**src/rtl/cdoe_pkg.sv**
```systemverilog
// ----------------------------------------------------------------------------
// cdoe_pkg
// types, constants and calendar arithmetic for the date offset engine
// ----------------------------------------------------------------------------
package cdoe_pkg;

  localparam logic [11:0] BASE_YEAR = 12'd1900;
  localparam logic [12:0] BASE_YEAR_M1 = 13'd1899;
  // leap count term of the year before the base year
  localparam logic [21:0] BASE_LEAP_TERM = 22'd460;
  localparam logic [25:0] RECIP_100 = 26'd5243;
  localparam int unsigned RECIP_SHIFT = 19;
  localparam int unsigned IN_W = 48;
  localparam int unsigned OUT_W = 56;

  typedef enum logic [2:0] {
    ST_IDLE,
    ST_BASE,
    ST_CHECK,
    ST_SEARCH,
    ST_REM,
    ST_MONTH,
    ST_DONE
  } cdoe_state_t;

  // quotient by 100 through a reciprocal, exact for x below 8192
  function automatic logic [6:0] div100(input logic [12:0] x);
    logic [25:0] p;
    begin
      p = 26'(x) * RECIP_100;
      return p[RECIP_SHIFT +: 7];
    end
  endfunction

  function automatic logic is_leap(input logic [11:0] y);
    logic [6:0] q;
    logic [13:0] back;
    logic cent;
    begin
      q = div100({1'b0, y});
      back = 14'(q) * 14'd100;
      cent = (back[11:0] == y);
      return (y[1:0] == 2'b00) && (!cent || (q[1:0] == 2'b00));
    end
  endfunction

  function automatic logic [4:0] days_in_mon(input logic leap, input logic [3:0] m);
    logic [4:0] n;
    begin
      case (m)
        4'd1, 4'd3, 4'd5, 4'd7, 4'd8, 4'd10, 4'd12: n = 5'd31;
        4'd4, 4'd6, 4'd9, 4'd11: n = 5'd30;
        4'd2: n = leap ? 5'd29 : 5'd28;
        default: n = 5'd0;
      endcase
      return n;
    end
  endfunction

  // days before the first of month m in a common year
  function automatic logic [8:0] cum_days(input logic [3:0] m);
    logic [8:0] n;
    begin
      case (m)
        4'd1: n = 9'd0;
        4'd2: n = 9'd31;
        4'd3: n = 9'd59;
        4'd4: n = 9'd90;
        4'd5: n = 9'd120;
        4'd6: n = 9'd151;
        4'd7: n = 9'd181;
        4'd8: n = 9'd212;
        4'd9: n = 9'd243;
        4'd10: n = 9'd273;
        4'd11: n = 9'd304;
        4'd12: n = 9'd334;
        default: n = 9'd0;
      endcase
      return n;
    end
  endfunction

  // days in the years from the base year up to, not including, base + n
  function automatic logic [20:0] yr_base_days(input logic [11:0] n);
    logic [12:0] x;
    logic [12:0] x4;
    logic [6:0] q100;
    logic [6:0] q400;
    logic [21:0] d;
    begin
      x = 13'(n) + BASE_YEAR_M1;
      x4 = x >> 2;
      q100 = div100(x);
      q400 = div100(x4);
      d = 22'(n) * 22'd365 + 22'(x4) + 22'(q400) - 22'(q100) - BASE_LEAP_TERM;
      return d[20:0];
    end
  endfunction

  // remainder by 7 by folding octal digits
  function automatic logic [2:0] mod7(input logic [19:0] s);
    logic [20:0] v;
    logic [5:0] s1;
    logic [3:0] t;
    begin
      v = {1'b0, s};
      s1 = 6'(v[2:0]) + 6'(v[5:3]) + 6'(v[8:6]) + 6'(v[11:9]) + 6'(v[14:12]) +
           6'(v[17:15]) + 6'(v[20:18]);
      t = 4'(s1[2:0]) + 4'(s1[5:3]);
      if (t >= 4'd7) begin
        t = t - 4'd7;
      end
      return t[2:0];
    end
  endfunction

endpackage

```
**src/rtl/cdoe_year_base.sv**
```systemverilog
// ----------------------------------------------------------------------------
// cdoe_year_base
// shared year unit: day count before a year index and compare to a limit
// ----------------------------------------------------------------------------
module cdoe_year_base
  import cdoe_pkg::*;
(
  input  logic [11:0] idx,
  input  logic [20:0] limit,
  output logic [20:0] days,
  output logic        below
);

  assign days  = yr_base_days(idx);
  assign below = (days < limit);

endmodule

```
**src/rtl/calendar_date_offset_engine_core.sv**
```systemverilog
// ----------------------------------------------------------------------------
// calendar_date_offset_engine_core
// gregorian date check, serial day, weekday and offset date
// ----------------------------------------------------------------------------
// One beat in gives one beat out. The block takes a beat only when idle and
// holds the result until it is taken. An invalid date goes from acceptance
// through ST_BASE to ST_DONE; a date whose offset falls out of range goes on
// through ST_CHECK to ST_DONE; otherwise a 12-step binary search over the
// year index through the shared year unit, ST_REM, and a walk of up to 11
// months by one subtract/compare each come before ST_DONE.
module calendar_date_offset_engine_core
  import cdoe_pkg::*;
#(
  parameter int YEAR_SPAN = 2048
)(
  input  logic             clk,
  input  logic             rst_n,
  input  logic             in_tvalid,
  output logic             in_tready,
  // in_day[4:0], in_month[8:5], in_year[20:9], day_offset[41:21], zero pad
  input  logic [IN_W-1:0]  in_tdata,
  output logic             out_tvalid,
  input  logic             out_tready,
  // input_ok[0], serial_day[20:1], day_of_year[29:21], weekday[32:30],
  // result_day[37:33], result_month[41:38], result_year[53:42],
  // result_ok[54], zero pad
  output logic [OUT_W-1:0] out_tdata
);

  localparam logic [12:0] SPAN13 = 13'(YEAR_SPAN);
  localparam logic [20:0] TOTAL  = yr_base_days(12'(YEAR_SPAN));

  cdoe_state_t state_r, state_nxt;

  logic [4:0]  day_r, day_nxt;
  logic [3:0]  mon_r, mon_nxt;
  logic [11:0] year_r, year_nxt;
  logic [20:0] off_r, off_nxt;
  logic [19:0] serial_r, serial_nxt;
  logic [8:0]  doy_r, doy_nxt;
  logic [2:0]  wd_r, wd_nxt;
  logic        iok_r, iok_nxt;
  logic [21:0] tgt_r, tgt_nxt;
  logic [11:0] idx_r, idx_nxt;
  logic [3:0]  bit_r, bit_nxt;
  logic [8:0]  rem_r, rem_nxt;
  logic [3:0]  rm_r, rm_nxt;
  logic [4:0]  rday_r, rday_nxt;
  logic [3:0]  rmon_r, rmon_nxt;
  logic [11:0] ryear_r, ryear_nxt;
  logic        rok_r, rok_nxt;

  logic [11:0] unit_idx;
  logic [20:0] unit_days;
  logic        unit_below;

  logic [11:0] yidx;
  logic        in_leap;
  logic        date_ok;
  logic [8:0]  doy_c;
  logic [11:0] cand;
  logic [21:0] tgt_c;
  logic [20:0] rem_c;
  logic [11:0] ry_c;
  logic [4:0]  dim_c;

  cdoe_year_base u_year (
    .idx   (unit_idx),
    .limit (tgt_r[20:0]),
    .days  (unit_days),
    .below (unit_below)
  );

  assign yidx    = year_r - BASE_YEAR;
  assign in_leap = is_leap(year_r);
  assign date_ok = (year_r >= BASE_YEAR) && ({1'b0, yidx} < SPAN13) &&
                   (mon_r >= 4'd1) && (mon_r <= 4'd12) && (day_r >= 5'd1) &&
                   (day_r <= days_in_mon(in_leap, mon_r));
  assign doy_c   = 9'(day_r) + cum_days(mon_r) + 9'(in_leap && (mon_r > 4'd2));
  assign cand    = idx_r | (12'd1 << bit_r);
  assign tgt_c   = $signed({2'b00, serial_r}) + $signed({off_r[20], off_r});
  assign rem_c   = tgt_r[20:0] - unit_days;
  assign ry_c    = BASE_YEAR + idx_r;
  assign dim_c   = days_in_mon(is_leap(ry_c), rm_r);

  always_comb begin
    unit_idx = yidx;
    case (state_r)
      ST_SEARCH: unit_idx = cand;
      ST_REM:    unit_idx = idx_r;
      default:   unit_idx = yidx;
    endcase
  end

  always_ff @(posedge clk) begin
    if (!rst_n) begin
      state_r <= ST_IDLE;
    end else begin
      state_r <= state_nxt;
    end
  end

  always_ff @(posedge clk) begin
    day_r    <= day_nxt;
    mon_r    <= mon_nxt;
    year_r   <= year_nxt;
    off_r    <= off_nxt;
    serial_r <= serial_nxt;
    doy_r    <= doy_nxt;
    wd_r     <= wd_nxt;
    iok_r    <= iok_nxt;
    tgt_r    <= tgt_nxt;
    idx_r    <= idx_nxt;
    bit_r    <= bit_nxt;
    rem_r    <= rem_nxt;
    rm_r     <= rm_nxt;
    rday_r   <= rday_nxt;
    rmon_r   <= rmon_nxt;
    ryear_r  <= ryear_nxt;
    rok_r    <= rok_nxt;
  end

  always_comb begin
    state_nxt  = state_r;
    day_nxt    = day_r;
    mon_nxt    = mon_r;
    year_nxt   = year_r;
    off_nxt    = off_r;
    serial_nxt = serial_r;
    doy_nxt    = doy_r;
    wd_nxt     = wd_r;
    iok_nxt    = iok_r;
    tgt_nxt    = tgt_r;
    idx_nxt    = idx_r;
    bit_nxt    = bit_r;
    rem_nxt    = rem_r;
    rm_nxt     = rm_r;
    rday_nxt   = rday_r;
    rmon_nxt   = rmon_r;
    ryear_nxt  = ryear_r;
    rok_nxt    = rok_r;
    in_tready  = 1'b0;
    out_tvalid = 1'b0;
    case (state_r)
      ST_IDLE: begin
        in_tready = 1'b1;
        if (in_tvalid) begin
          day_nxt   = in_tdata[4:0];
          mon_nxt   = in_tdata[8:5];
          year_nxt  = in_tdata[20:9];
          off_nxt   = in_tdata[41:21];
          state_nxt = ST_BASE;
        end
      end
      ST_BASE: begin
        rday_nxt  = 5'd0;
        rmon_nxt  = 4'd0;
        ryear_nxt = 12'd0;
        rok_nxt   = 1'b0;
        if (date_ok) begin
          iok_nxt    = 1'b1;
          doy_nxt    = doy_c;
          serial_nxt = 20'(unit_days) + 20'(doy_c);
          state_nxt  = ST_CHECK;
        end else begin
          iok_nxt    = 1'b0;
          doy_nxt    = 9'd0;
          serial_nxt = 20'd0;
          wd_nxt     = 3'd0;
          state_nxt  = ST_DONE;
        end
      end
      ST_CHECK: begin
        wd_nxt  = mod7(serial_r);
        tgt_nxt = tgt_c;
        idx_nxt = 12'd0;
        bit_nxt = 4'd11;
        if ($signed(tgt_c) < $signed(22'sd1) ||
            $signed(tgt_c) > $signed({1'b0, TOTAL})) begin
          state_nxt = ST_DONE;
        end else begin
          state_nxt = ST_SEARCH;
        end
      end
      ST_SEARCH: begin
        if (({1'b0, cand} < SPAN13) && unit_below) begin
          idx_nxt = cand;
        end
        bit_nxt = bit_r - 4'd1;
        if (bit_r == 4'd0) begin
          state_nxt = ST_REM;
        end
      end
      ST_REM: begin
        rem_nxt   = rem_c[8:0];
        rm_nxt    = 4'd1;
        state_nxt = ST_MONTH;
      end
      ST_MONTH: begin
        if ((rm_r < 4'd12) && (rem_r > 9'(dim_c))) begin
          rem_nxt = rem_r - 9'(dim_c);
          rm_nxt  = rm_r + 4'd1;
        end else begin
          rday_nxt  = rem_r[4:0];
          rmon_nxt  = rm_r;
          ryear_nxt = ry_c;
          rok_nxt   = 1'b1;
          state_nxt = ST_DONE;
        end
      end
      ST_DONE: begin
        out_tvalid = 1'b1;
        if (out_tready) begin
          state_nxt = ST_IDLE;
        end
      end
      default: begin
        state_nxt = ST_IDLE;
      end
    endcase
  end

  assign out_tdata = {1'b0, rok_r, ryear_r, rmon_r, rday_r, wd_r, doy_r, serial_r, iok_r};

  a_one_side: assert property (@(posedge clk) disable iff (!rst_n)
    in_tready |-> !out_tvalid)
    else $error("input and output sides open together");

  a_result_sane: assert property (@(posedge clk) disable iff (!rst_n)
    (out_tvalid && rok_r) |-> (iok_r && (rmon_r >= 4'd1) && (rmon_r <= 4'd12) &&
                               (rday_r >= 5'd1)))
    else $error("offset date flagged good without a valid date");

  a_search_len: assert property (@(posedge clk) disable iff (!rst_n)
    (state_r == ST_SEARCH && bit_r == 4'd0) |=> (state_r == ST_REM))
    else $error("year search did not end after its last bit");

endmodule
```
**config.mk**
```make
export PLATFORM = sky130hd
export DESIGN_NAME = calendar_date_offset_engine_core
export DESIGN_NICKNAME = d
export VERILOG_FILES = /design/src/rtl/cdoe_pkg.sv /design/src/rtl/cdoe_year_base.sv /design/src/rtl/calendar_date_offset_engine_core.sv
export SDC_FILE = /design/constraint.sdc
export NUM_CORES = 1
export LEC_CHECK = 0
export BUFFER_PORTS_ARGS = -buffer_cell sky130_fd_sc_hd__buf_2
export CORE_ASPECT_RATIO = 0.9
export CORE_UTILIZATION = 65
export CTS_CLUSTER_DIAMETER = 60
export CTS_CLUSTER_SIZE = 12
export DETAILED_ROUTE_END_ITERATION = 10
export HOLD_SLACK_MARGIN = 0.1
export PLACE_DENSITY = 0.83
export RECOVER_POWER = 50
export SLEW_MARGIN = 20
export SYNTH_ARGS = -nofsm -noshare
export SYNTH_HDL_FRONTEND = slang
export SYNTH_SLANG_ARGS = --single-unit
export TNS_END_PERCENT = 10
```
**constraint.sdc**
```tcl
create_clock -name clk -period 40.5 [get_ports clk]
set_input_delay 0 -clock clk [delete_from_list [all_inputs] [get_ports clk]]
set_output_delay 0 -clock clk [all_outputs]
set_load 0.01 [all_outputs]
```
Yosys cells after proc, flatten, opt, wreduce, memory -nomap -nowiden

Memory sizes are Yosys's and may differ from the RTL's. A register that Yosys moved wholly into a read port is not among the register bits.
Cells that the tools add are included.

Register bits: 150
Bits in read-only memories: 144
Memories kept: 1

Add/sub/neg operators: 23
Multipliers: 7
Magnitude comparators: 14
Equality and inequality tests: 39
Shift operators: 1
Muxes and demuxes: 34
Bitwise gates (word level): 1
Reduce and logical (&&, ||, !) cells: 35

Memories:

| memory           | words | width | read ports | clocked after Yosys merged registers in | wr ports | line           | RTL |
|---|---|---|---|---|---|---|---|
| (name not given) | 16    | 9     | 1          | 1                                       | 0        | cdoe_pkg.sv:64 | `case (m)` |

Operators by type and width:

| cell                                                            | number |
|---|---|
| case mux 12 bit (2 select lines)                                | 3 |
| multiplier 12 x 13 -> 25 bit, second input constant             | 2 |
| equality test 4 bit, second input constant                      | 10 |
| equality test 4 x 3 -> 1 bit, second input constant             | 8 |
| case mux 5 bit (3 select lines)                                 | 2 |
| multiplier 13 x 13 -> 26 bit, second input constant             | 1 |
| equality test 12 bit                                            | 2 |
| less-than comparator 12 bit, second input constant              | 2 |
| multiplier 11 x 13 -> 24 bit, second input constant             | 1 |
| 2-to-1 mux 12 bit                                               | 2 |
| 2-to-1 mux 3 bit                                                | 8 |
| case mux 4 bit (2 select lines)                                 | 3 |
| adder 21 x 21 -> 22 bit                                         | 1 |
| greater-than comparator 22 x 21 -> 1 bit, second input constant | 1 |
| less-than comparator 22 x 2 -> 1 bit, second input constant     | 1 |
| adder 21 x 11 -> 21 bit                                         | 1 |
| adder 21 x 7 -> 21 bit                                          | 1 |
| less-than comparator 21 bit                                     | 1 |
| multiplier 12 x 9 -> 21 bit, second input constant              | 1 |
| case mux 3 bit (7 select lines)                                 | 1 |
| subtractor 21 x 7 -> 21 bit                                     | 1 |
| subtractor 21 x 9 -> 21 bit, second input constant              | 1 |
| adder 20 x 9 -> 20 bit                                          | 1 |
| multiplier 6 x 5 -> 10 bit, second input constant               | 2 |
| other kinds (51)                                                | 97 |

Logic depth before layout (Yosys ltp)

Gate-level depths: netlist (run 1).

Depth in word-level cells: 13
Mapped depth: 59

By module

A second synthesis (run 1) with hierarchy kept.

Cell total of the unflattened synthesis: 2700
Area total of the unflattened synthesis: 26087.5 µm²

By module, submodules not included:

| module                           | instances | cells an instance | area each (µm²) | seq. area each (µm²) |
|---|---|---|---|---|
| calendar_date_offset_engine_core | 1         | 1616              | 16311.9         | 4654.5 |
| cdoe_year_base                   | 1         | 1084              | 9775.6          | 0.0 |

Worst setup path before layout (run 1)

OpenSTA, ideal clock, no wires.

Kind: register to register
From: register year_r[4]
To: register idx_r[0] (enable)
Setup time: 0.388 ns
Data arrival time: 13.524 ns
Required time: 40.112 ns
Path slack: 26.588 ns
Cell stages (with the launch flop): 54
Path buffers: 0
Cells stage by stage: edfxtp_1 -> inv_1 -> ha_1 -> a21oi_1 -> nor2_1 -> a21oi_1 -> nor2_1 -> xnor2_1 -> a221oi_1 -> inv_1 -> ha_1 -> a21oi_1 -> inv_1 -> ha_1 -> inv_1 -> fa_1 -> fa_1 -> inv_1 -> [... 18 more ...] -> inv_1 -> fa_1 -> fa_1 -> inv_1 -> ha_1 -> a21o_1 -> a21o_1 -> or4_4 -> and2_1 -> a31oi_2 -> o21ai_1 -> or4_1 -> nand4_1 -> ha_1 -> a21o_1 -> a211oi_1 -> o211ai_1 -> a32oi_1

Longest elaborated chain between the ends: 11

Ends and longest elaborated chain:

| what                                                                    | line                                    | RTL |
|---|---|---|
| from (decl)                                                             | calendar_date_offset_engine_core.sv:37  | `logic [11:0] year_r, year_nxt;` |
| from (signal assigned)                                                  | calendar_date_offset_engine_core.sv:106 | `year_r <= year_nxt;` |
| subtractor 12 x 11 -> 12 bit *                                          | calendar_date_offset_engine_core.sv:74  | `assign yidx = year_r - BASE_YEAR;` |
| case mux 12 bit (2 select lines) *                                      | calendar_date_offset_engine_core.sv:88  | `case (state_r)` |
| multiplier 12 x 9 -> 21 bit or adder 12 x 11 -> 13 bit (tied branches)  | cdoe_pkg.sv:95, cdoe_pkg.sv:91          |  |
| adder 21 x 11 -> 21 bit or multiplier 11 x 13 -> 24 bit (tied branches) | cdoe_pkg.sv:95, cdoe_pkg.sv:30          |  |
| adder 21 x 7 -> 21 bit                                                  | cdoe_pkg.sv:95                          | `d = 22'(n) * 22'd365 + 22'(x4) + 22'(q400) - 22'(q100) - BASE_LEAP_TERM;` |
| subtractor 21 x 7 -> 21 bit *                                           | cdoe_pkg.sv:95                          |  |
| subtractor 21 x 9 -> 21 bit *                                           | cdoe_pkg.sv:95                          |  |
| less-than comparator 21 bit *                                           | cdoe_year_base.sv:15                    | `assign below = (days < limit);` |
| logical AND 1 bit *                                                     | calendar_date_offset_engine_core.sv:186 | `if (({1'b0, cand} < SPAN13) && unit_below) begin` |
| != test 2 bit (no line) *                                               | -                                       |  |
| AND reduction 2 bit (no line) *                                         | -                                       |  |
| to (signal assigned)                                                    | calendar_date_offset_engine_core.sv:113 | `idx_r <= idx_nxt;` |
| to (decl)                                                               | calendar_date_offset_engine_core.sv:44  | `logic [11:0] idx_r, idx_nxt;` |

Every way passes the cells marked *; elsewhere a longest branch is shown, timed or not.
A chain may end at the register's enable or synchronous reset.

Worst setup path in the final report (run 1)

From: register state_r[2]
To: register idx_r[3] (enable)

Longest elaborated chain between the ends: 11

Ends and longest elaborated chain:

| what                                                                    | line                                                                            | RTL |
|---|---|---|
| from (decl)                                                             | calendar_date_offset_engine_core.sv:33                                          | `cdoe_state_t state_r, state_nxt;` |
| from (signal assigned)                                                  | calendar_date_offset_engine_core.sv:99                                          | `state_r <= state_nxt;` |
| equality test 3 bit or equality test 3 x 2 -> 1 bit (tied branches)     | calendar_date_offset_engine_core.sv:88, calendar_date_offset_engine_core.sv:144 |  |
| case mux 12 bit (2 select lines)                                        | calendar_date_offset_engine_core.sv:88                                          |  |
| multiplier 12 x 9 -> 21 bit or adder 12 x 11 -> 13 bit (tied branches)  | cdoe_pkg.sv:95, cdoe_pkg.sv:91                                                  |  |
| adder 21 x 11 -> 21 bit or multiplier 11 x 13 -> 24 bit (tied branches) | cdoe_pkg.sv:95, cdoe_pkg.sv:30                                                  |  |
| adder 21 x 7 -> 21 bit                                                  | cdoe_pkg.sv:95                                                                  |  |
| subtractor 21 x 7 -> 21 bit                                             | cdoe_pkg.sv:95                                                                  |  |
| subtractor 21 x 9 -> 21 bit                                             | cdoe_pkg.sv:95                                                                  |  |
| less-than comparator 21 bit                                             | cdoe_year_base.sv:15                                                            |  |
| logical AND 1 bit                                                       | calendar_date_offset_engine_core.sv:186                                         |  |
| != test 2 bit (no line)                                                 | -                                                                               |  |
| AND reduction 2 bit (no line) *                                         | -                                                                               |  |

Marked as above.

==> flow_summary_export.csv, run 1 <==
group,metric,value,unit
worst_setup_path,crit_fanout,18,
yosys,async_flop_share,0,
routing,vias,18390,
worst_setup_path,reg2reg_slack,24120,ps
timing,setup-tns-final,0,ps
yosys,yosys.area.top_type,"ha_1",
grt,grt_pass1_vias,19661,
layout,filler_cell_count,2602,
routing,drt_iter0_drc,1273,
floorplan,core_region_area,37600,um2
floorplan,initial_core_util,0.667,
clocking,clk_latency,450,ps
timing,report.final.setup_viol,0,
layout,drive_above_1_share,0.0418,
worst_setup_path,cp-start-kind,"flop",
clocking,cts_setup_buffers,0,
min_path,hp-class,"in2reg",
floorplan,die_h,189,um
routing,drtPass1Iterations,5,
layout,layout_commonest_cell,"inv_1",
clocking,h-tree-depth,4,
yosys,synth-edff-count,147,
yosys,synth_ff_type,"edfxtp_1",
worst_setup_path,cp_slowest_cell,"a21oi_1",
floorplan,dieArea,39400,um2
grt,grt_pass1_wl,95300,um
timing,final.min_clock_period,16380,ps
place,post-dp-hpwl,47700,um
routing,wirelength,57700,um
yosys,synth_cell_type_count,84,
worst_setup_path,path_class,"reg2reg",
clocking,numCtsBuffers,17,
timing,fin_crit_sh,0.405,
routing,viasPerCell,5.77,
timing,rsz0062_at_grt,"no",
place,port_buffers,102,
routing,wl_per_cell,18.1,um
clocking,cts_tree,"built",
routing,postRouteAntennaNets,0,
yosys,synth_area,25100,um2
yosys,netlist.area_leader.share,0.278,
grt,met3_usage,0.0595,
floorplan,rows,67,
clocking,cts_sinks,159,
worst_setup_path,max_stage_delay,830,ps
timing,skew,9.66,ps
layout,fin_nets,3570,
worst_setup_path,cpMostUsedCell,"inv_1",
yosys,synth_cells,2531,
worst_setup_path,required,40650,ps
grt,grt.busiest_layer,"met2",
layout,final_cell_mix,"619 x inv_1, 559 x ha_1, 267 x fa_1",
floorplan,die_w,209,um
outcome,status,"finished with violations",
layout,diodes,0,
routing,drc,0,
run,max_cap_violations,2,
worst_setup_path,cp.arrival,16530,ps
worst_setup_path,r2r_cells,55,
place,gp_congestion,0.934,
timing,hold_viol_final,0,
grt,met1_usage,0.389,
yosys,yosys-top-cells-area,"ha_1 28%, fa_1 21%, edfxtp_1 18%, inv_1 9.2%, xnor2_1 3.8%",
yosys,avgSynthCellArea,9.93,um2
timing,drv_slew,81,
clocking,root_buffer,"clkbuf_16",
yosys,ys_seq_elements,159,
clocking,clockBufferDepth,2,
grt,grt.met2_usage,0.526,
outcome,violations,"max-capacitance violations, max-slew violations",
grt,grt_max_degree,49,
timing,slew_headroom,-0.901,
yosys,synth-seq-area-share,0.185,
timing,fmax,61.0,MHz
clocking,clkTransAtPathRegs,70,ps
yosys,yosys_warnings,0,
worst_setup_path,worstSetupEndpointType,"flop",
timing,worst_pin_slew,2850,ps
layout,area_growth,8.02,%
min_path,whs_path_depth,6,
yosys,syn_nets,3409,
grt,grt_usage,0.307,
grt,grt.overflow.total,0,
floorplan,ios,110,
clocking,cts_resized,0,
grt,antenna_found_initial,0,
==> metrics by stage <==
| stage | worst slack [ps] | utilization | area, um2 | hold slack, ps | std cells |
|---|---|---|---|---|---|
| 2_1_floorplan | 26590 | - | 25100 | 98.9 | 2531 |
| 3_3_place_gp | 24640 | 0.698 | 26300 | 176 | 3112 |
| 3_5_place_dp | 24330 | 0.698 | 26300 | 178 | 3112 |
| 4_1_cts | 24230 | 0.723 | 27200 | 158 | 3188 |
| 5_1_grt | 23220 | 0.721 | 27100 | 197 | 3188 |
| 6_report | 24120 | 0.721 | 27100 | 171 | 3188 |
==> final timing paths <==
check	startpoint	end
hold / removal	in_tvalid	state_r[2]
setup reg to reg	state_r[2]	idx_r[3]
setup / recovery	state_r[2]	idx_r[3]
hold reg to reg	rem_r[0]	rday_r[0]
==> cell type report <==
class,instances,area (um2),share of cell area
clock buffer,20,437,0.0161
clock inverter,12,71.3,0.00263
inverter,619,2320,0.0856
multi-input combinational,1732,18100,0.665
sequential,159,4650,0.172
tap,483,604,0.0223
timing repair buffer,163,991,0.0365
==> per-layer routing <==
| metal | up-vias | part of all wire |
|---|---|---|
| met1 | 8994 | 0.42 |
| met5 | - | 0 |
| li1 | 8669 | - |
| met2 | 583 | 0.48 |
| met3 | 144 | 0.068 |
| met4 | 0 | 0.029 |
==> state kept, by name, summed over array words and instances, names as in the netlist, 4 cells and up, named ones only <==
signal    count
rday_r        5
bit_r         4
serial_r     20
idx_r        12
rmon_r        4
tgt_r        21
day_r         5
doy_r         9
rem_r         9
year_r       12
mon_r         4
off_r        21
rm_r          4
ryear_r      12
==> synthesized netlist by cell type, types with 10 or more instances <==
library cell	number
and3_1	13
o21bai_1	11
nand2b_1	15
a21oi_1	112
inv_1	619
xnor2_1	109
fa_1	267
nor4_1	10
edfxtp_1	147
nand3_1	20
nor2_1	126
ha_1	559
a31oi_1	11
dfxtp_1	12
nand4_1	13
a211oi_1	12
xor2_1	41
clkbuf_1	13
o21a_1	29
o21ai_0	69
a21o_1	44
nor3_1	29
and2_1	20
nor2b_1	18
nand2_1	70
==> cell families after synthesis <==
group / share of synthesized area
fa+ha+maj: 0.491
compound gates: 0.0956
flops: 0.185
xor+xnor: 0.0523
mux: 0.00319
other cells: 0.000149
buf+inv: 0.0963
simple gates: 0.0760
==> worst max-delay path, delay by kind of cell, from the launching register on <==
family                   cells  cell delay [ps]
buffers and inverters       10             1630
flip-flops                   1              490
XOR/XNOR                     1              100
AND/OR/NAND/NOR              7             2330
AO/OA/AOI/OAI               23             5680
adder cells (fa/ha/maj)     14             5830
==> repair_timing <==
item                                   in CTS  in global routing
setup endpoints to repair                   0                  0
endpoints found under the hold margin      53                  0
hold buffers                               44                  0
Power of run 1 is not shown: default switching activity piles up to over one toggle a cycle in this logic, so the estimate is an artifact.
==> run 2: changes to the inputs <==
Clock period 40.5 ns to 16.9 ns, I/O delays scaled along.
==> run 2 against run 1 <==
Net effect: first-iteration DRC count grew 17%; clock skew grew 1.4 ps; critical endpoint unchanged; sequential share of layout area is essentially flat; sequential cell count is the same; hold slack lost 30 ps; largest cell class unchanged; register-to-register slack lost 23000 ps; core utilization grew 0.12 points; critical path depth shrank 3; the run still ends with max-capacitance violations, max-slew violations left; cell count is essentially flat; non-clock buffer count grew 2; fmax grew 6.3%; global-route usage grew 0.59 points.
==> flow_summary_export.csv, run 2 (synthesis gave the netlist of run 1 again) <==
group,metric,value,unit
outcome,status,"finished with violations",
outcome,violations,"max-capacitance violations, max-slew violations",
timing,hold_viol_final,0,
place,post-dp-hpwl,48500,um
place,placed_cell_area,26300,um2
worst_setup_path,r2r_cells,52,
floorplan,core_region_area,37600,um2
worst_setup_path,path_class,"reg2reg",
floorplan,dieArea,39400,um2
clocking,clk_latency,450,ps
grt,grt_usage,0.313,
layout,multi_input_comb_area,18100,um2
worst_setup_path,reg2reg_slack,1490,ps
worst_setup_path,cp_slowest_cell,"nand3b_1",
grt,grt.overflow.total,0,
grt,grt_max_degree,49,
worst_setup_path,required,17040,ps
layout,final_area,27200,um2
routing,drtPass1Iterations,7,
min_path,hp-class,"in2reg",
clocking,cts_resized,0,
worst_setup_path,startpoint,"state_r[2]",
worst_setup_path,cp-start-kind,"flop",
clocking,cts_sinks,159,
layout,largestRegisters,"off_r (21), tgt_r (21), serial_r (20)",
grt,grt_pass1_vias,19634,
layout,regArea,4650,um2
layout,drive_above_1_share,0.0429,
routing,vias,18397,
timing,final.min_clock_period,15410,ps
routing,wl_per_cell,18.5,um
run,max_cap_violations,2,
layout,layout_commonest_cell,"inv_1",
floorplan,die_h,189,um
min_path,whs_path_depth,6,
worst_setup_path,max_stage_delay,760,ps
worst_setup_path,worstReg2RegStart,"state_r[2]",
layout,utilization,0.722,
worst_setup_path,crit_fanout,18,
routing,drc,0,
routing,viasPerCell,5.77,
floorplan,ios,110,
place,gp_congestion,0.948,
layout,final_cell_mix,"619 x inv_1, 559 x ha_1, 267 x fa_1",
worst_setup_path,cp-endpoint,"idx_r[3]",
clocking,clkTransAtPathRegs,60,ps
timing,drv_slew,81,
worst_setup_path,path_delay_family,"adder cells",
clocking,root_buffer,"clkbuf_16",
clocking,h-tree-depth,4,
clocking,cts_setup_buffers,0,
worst_setup_path,worstSetupEndpointType,"flop",
timing,slew_headroom,-0.981,
routing,postRouteAntennaNets,0,
routing,wirelength,59000,um
layout,fin_nets,3572,
layout,area_growth,8.20,%
floorplan,rows,67,
worst_setup_path,cp.depth,52,
timing,report.final.setup_viol,0,
timing,fmax,64.9,MHz
clocking,cts_tree,"built",
timing,rsz0062_at_grt,"no",
timing,worst_pin_slew,2970,ps
timing,skew,11.0,ps
worst_setup_path,crit_buf_inv,8,
grt,grt_pass1_wl,96900,um
clocking,clockBufferDepth,2,
layout,filler_cell_count,2633,
timing,fin_crit_sh,0.912,
clocking,numCtsBuffers,17,
grt,antenna_found_initial,0,
place,port_buffers,102,
worst_setup_path,cp.arrival,15550,ps
worst_setup_path,reg2reg_to,"idx_r[3]",
floorplan,die_w,209,um
layout,diodes,0,
timing,setup-tns-final,0,ps
routing,drt_iter0_drc,1488,
floorplan,initial_core_util,0.667,
==> run 2: cell count changes in the layout (fill, tap and decap cells not counted), moves of 2 or more <==
cell and delta:
buf_2 +4, buf_4 +2, clkbuf_1 -3, clkinv_1 +2, clkinv_2 -5
==> run 2: layout make-up <==
class	count	area share
Clock buffer	21	0.0162
Multi-Input combinational cell	1732	0.664
Clock inverter	11	0.00341
Tap cell	483	0.0222
Timing Repair Buffer	165	0.0372
Sequential cell	159	0.171
Inverter	619	0.0855
==> run 2: layer usage <==
metal  share of wire  wire (um)  vias to the layer above  GRT usage
li1                -          -                     8670          -
met1            0.42      25000                     9032      0.411
met2            0.49      28800                      577      0.537
met3           0.062       3660                      118     0.0415
met4           0.025       1490                        0      0.100
met5               0          0                        -          0
==> run 2: metrics by stage <==
step / cells / hold slack [ps] / worst slack, ps
final: 3190 / 141 / 1490
after global routing: 3190 / 193 / 606
after CTS: 3190 / 118 / 1660
after detailed placement: 3114 / 178 / 1730
after global placement: 3114 / 176 / 1950
after floorplan: 2531 / 98.9 / 2990
==> run 2: worst min-delay path by stage <==
stage,start,to
2_1_floorplan,in_tdata[0],day_r[0]
3_3_place_gp,in_tdata[12],year_r[3]
3_5_place_dp,in_tdata[30],off_r[9]
4_1_cts,in_tvalid,state_r[2]
5_1_grt,in_tvalid,state_r[2]
6_report,in_tvalid,state_r[2]
==> run 2: what timing repair did <==
| item | in CTS | in global routing |
|---|---|---|
| hold buffers | 44 | 0 |
| endpoints found under the setup margin | 0 | 0 |
| endpoints found under the hold margin | 52 | 0 |
==> run 2: worst register-to-register path: cells and delay by family (launching register included) <==
family,cells,cell delay [ps]
DFF,1,660
buffers and inverters,8,790
adders and majority gates,13,5190
AOI/OAI and AO/OA,22,4960
xor gates and xnor gates,3,1260
and+or+nand+nor,6,2230
Power of run 2 is left out for the same reason.
==> run 3: changes to the inputs <==
Settings changed: BUFFER_PORTS_ARGS -buffer_cell sky130_fd_sc_hd__buf_2 to -buffer_cell sky130_fd_sc_hd__clkbuf_2, SYNTH_HIERARCHICAL set to 1.
==> run 3 against run 2 <==
Net effect: the flow still finishes with violations (max-capacitance violations, max-slew violations); clock skew grew 8.6 ps; first-iteration DRC count is 12% lower; sequential cell count is the same; register-to-register slack improved by 30 ps; non-clock buffer count is 5 lower; critical path type unchanged; critical endpoint is now idx_r[4].
==> flow_summary_export.csv, run 3 <==
group,metric,value,unit
worst_setup_path,crit_fanout,12,
min_path,min-delay-start,"in_tdata[24]",
min_path,hp-class,"in2reg",
timing,hold_viol_final,0,
place,port_buffers,102,
worst_setup_path,r2r_cells,52,
run,max_cap_violations,2,
yosys,synth_most_common_cell,"inv_1",
timing,skew,19.6,ps
clocking,root_buffer,"clkbuf_16",
routing,vias,19593,
yosys,yosys.area.top_type,"ha_1",
yosys,synth_ff_type,"edfxtp_1",
timing,drv_slew,82,
grt,antenna_found_initial,0,
grt,grt_pass1_wl,103000,um
layout,largestRegisters,"off_r (21), tgt_r (21), serial_r (20)",
layout,layout_commonest_cell,"inv_1",
worst_setup_path,max_stage_delay,600,ps
worst_setup_path,reg2reg_slack,1520,ps
yosys,synth_cell_type_count,87,
clocking,h-tree-depth,4,
clocking,numCtsBuffers,17,
routing,wl_per_cell,18.5,um
yosys,synth_top_cells_by_count,"666 x inv_1, 548 x ha_1, 269 x fa_1",
worst_setup_path,startpoint,"state_r[1]",
yosys,ys_seq_elements,159,
yosys,synth-edff-count,147,
layout,area_growth,8.07,%
floorplan,ios,110,
routing,drt_iter0_drc,1313,
floorplan,core_region_area,39500,um2
place,place_inst,3311,
worst_setup_path,cp-start-kind,"flop",
clocking,clkTransAtPathRegs,60,ps
routing,postRouteAntennaNets,0,
clocking,clk_latency,460,ps
yosys,synth_cells,2700,
min_path,whs_path_depth,2,
clocking,clockBufferDepth,2,
floorplan,rows,69,
place,post-dp-hpwl,50800,um
clocking,cts_setup_buffers,0,
layout,fin_nets,3713,
yosys,avgSynthCellArea,9.66,um2
yosys,netlist.area_leader.share,0.263,
layout,final_cell_mix,"666 x inv_1, 548 x ha_1, 269 x fa_1",
timing,final.min_clock_period,15380,ps
layout,fin_cells,3389,
clocking,cts_tree,"built",
worst_setup_path,required,17050,ps
layout,diodes,0,
timing,worst_pin_slew,2730,ps
timing,fin_crit_sh,0.910,
worst_setup_path,cpMostUsedCell,"inv_1",
timing,slew_headroom,-0.823,
routing,viasPerCell,5.78,
timing,hold_ws,260,ps
place,gp_congestion,0.974,
outcome,violations,"max-capacitance violations, max-slew violations",
floorplan,die_h,192,um
yosys,synth_area,26100,um2
grt,grt_pass1_vias,20673,
floorplan,initial_core_util,0.660,
yosys,synth-seq-area-share,0.178,
worst_setup_path,reg2reg_to,"idx_r[4]",
worst_setup_path,worstSetupEndpointType,"flop",
routing,drtPass1Iterations,7,
floorplan,dieArea,40900,um2
yosys,async_flop_share,0,
worst_setup_path,cp.arrival,15520,ps
timing,fmax,65.0,MHz
layout,drive_above_1_share,0.0403,
outcome,status,"finished with violations",
worst_setup_path,path_class,"reg2reg",
routing,wirelength,62600,um
worst_setup_path,cp_slowest_cell,"a21oi_1",
yosys,yosys_warnings,6,
timing,rsz0062_at_grt,"no",
floorplan,die_w,213,um
yosys,yosys-top-cells-area,"ha_1 26%, fa_1 21%, edfxtp_1 17%, inv_1 9.6%, xnor2_1 3.5%",
grt,grt_max_degree,50,
clocking,cts_sinks,159,
grt,grt.overflow.total,0,
worst_setup_path,cp-endpoint,"idx_r[4]",
routing,drc,0,
grt,grt_usage,0.324,
yosys,syn_nets,3569,
timing,setup-tns-final,0,ps
timing,report.final.setup_viol,0,
worst_setup_path,worstReg2RegStart,"state_r[1]",
[run 3: cell types whose count changed after synthesis, moves of 13 or more]
cell	before	now
inv_1	619	666
a21o_1	44	69
a21oi_1	112	134
nor2_1	126	142
o21a_1	29	16
xor2_1	41	54
[run 3: how the worst min path moves through the flow]
stage,end
after global routing,year_r[7]
after CTS,off_r[13]
after global placement,year_r[6]
final,off_r[3]
after detailed placement,year_r[6]
after floorplan,day_r[0]
[run 3: stage by stage]
| step | instance area [um2] | worst slack [ps] | util |
|---|---|---|---|
| after floorplan | 26100 | 2970 | - |
| after global placement | 27200 | 2130 | 0.688 |
| after detailed placement | 27200 | 1790 | 0.688 |
| after CTS | 28300 | 1760 | 0.715 |
| after global routing | 28200 | 515 | 0.713 |
| final | 28200 | 1520 | 0.713 |
[run 3: cell type report]
| class | instances | area (um2) |
|---|---|---|
| multi-input combinational | 1839 | 18800 |
| fill | 2914 | 11300 |
| sequential | 159 | 4650 |
| inverter | 667 | 2500 |
| timing repair buffer | 160 | 975 |
| tap | 532 | 666 |
| clock buffer | 17 | 425 |
| clock inverter | 15 | 174 |
[run 3: critical path, delay by kind of cell (launching register included)]
kind | cells | cell delay (ps)
compound gates | 17 | 4730
xor+xnor | 1 | 350
fa+ha+maj | 14 | 5860
buf+inv | 12 | 1650
flops | 1 | 490
simple gates | 8 | 1960
[run 3: layer usage]
layer	vias to the layer above	global-route usage	share of wire
met5	-	0	0
met4	0	0.0945	0.026
met3	122	0.0469	0.059
met2	649	0.550	0.48
met1	9611	0.429	0.43
li1	9211	-	-
[run 3: logic make-up (layout without fill, tap and decap cells)]
| logic type | after synthesis | count (layout) | synth area share |
|---|---|---|---|
| DFF | 159 | 159 | 0.178 |
| buffers and inverters | 702 | 859 | 0.102 |
| xor gates and xnor gates | 160 | 160 | 0.0543 |
| other | 1 | 1 | 0.000144 |
| and+or+nand+nor | 423 | 423 | 0.0810 |
| adders and majority gates | 817 | 817 | 0.469 |
| muxes | 10 | 10 | 0.00403 |
| AOI/OAI and AO/OA | 428 | 428 | 0.111 |
[run 3: what timing repair did]
action                    in CTS  in global routing
hold buffers                  46                  0
hold endpoints to repair      50                  0
resized for setup              0                  0
Power of run 3 is left out for the same reason.
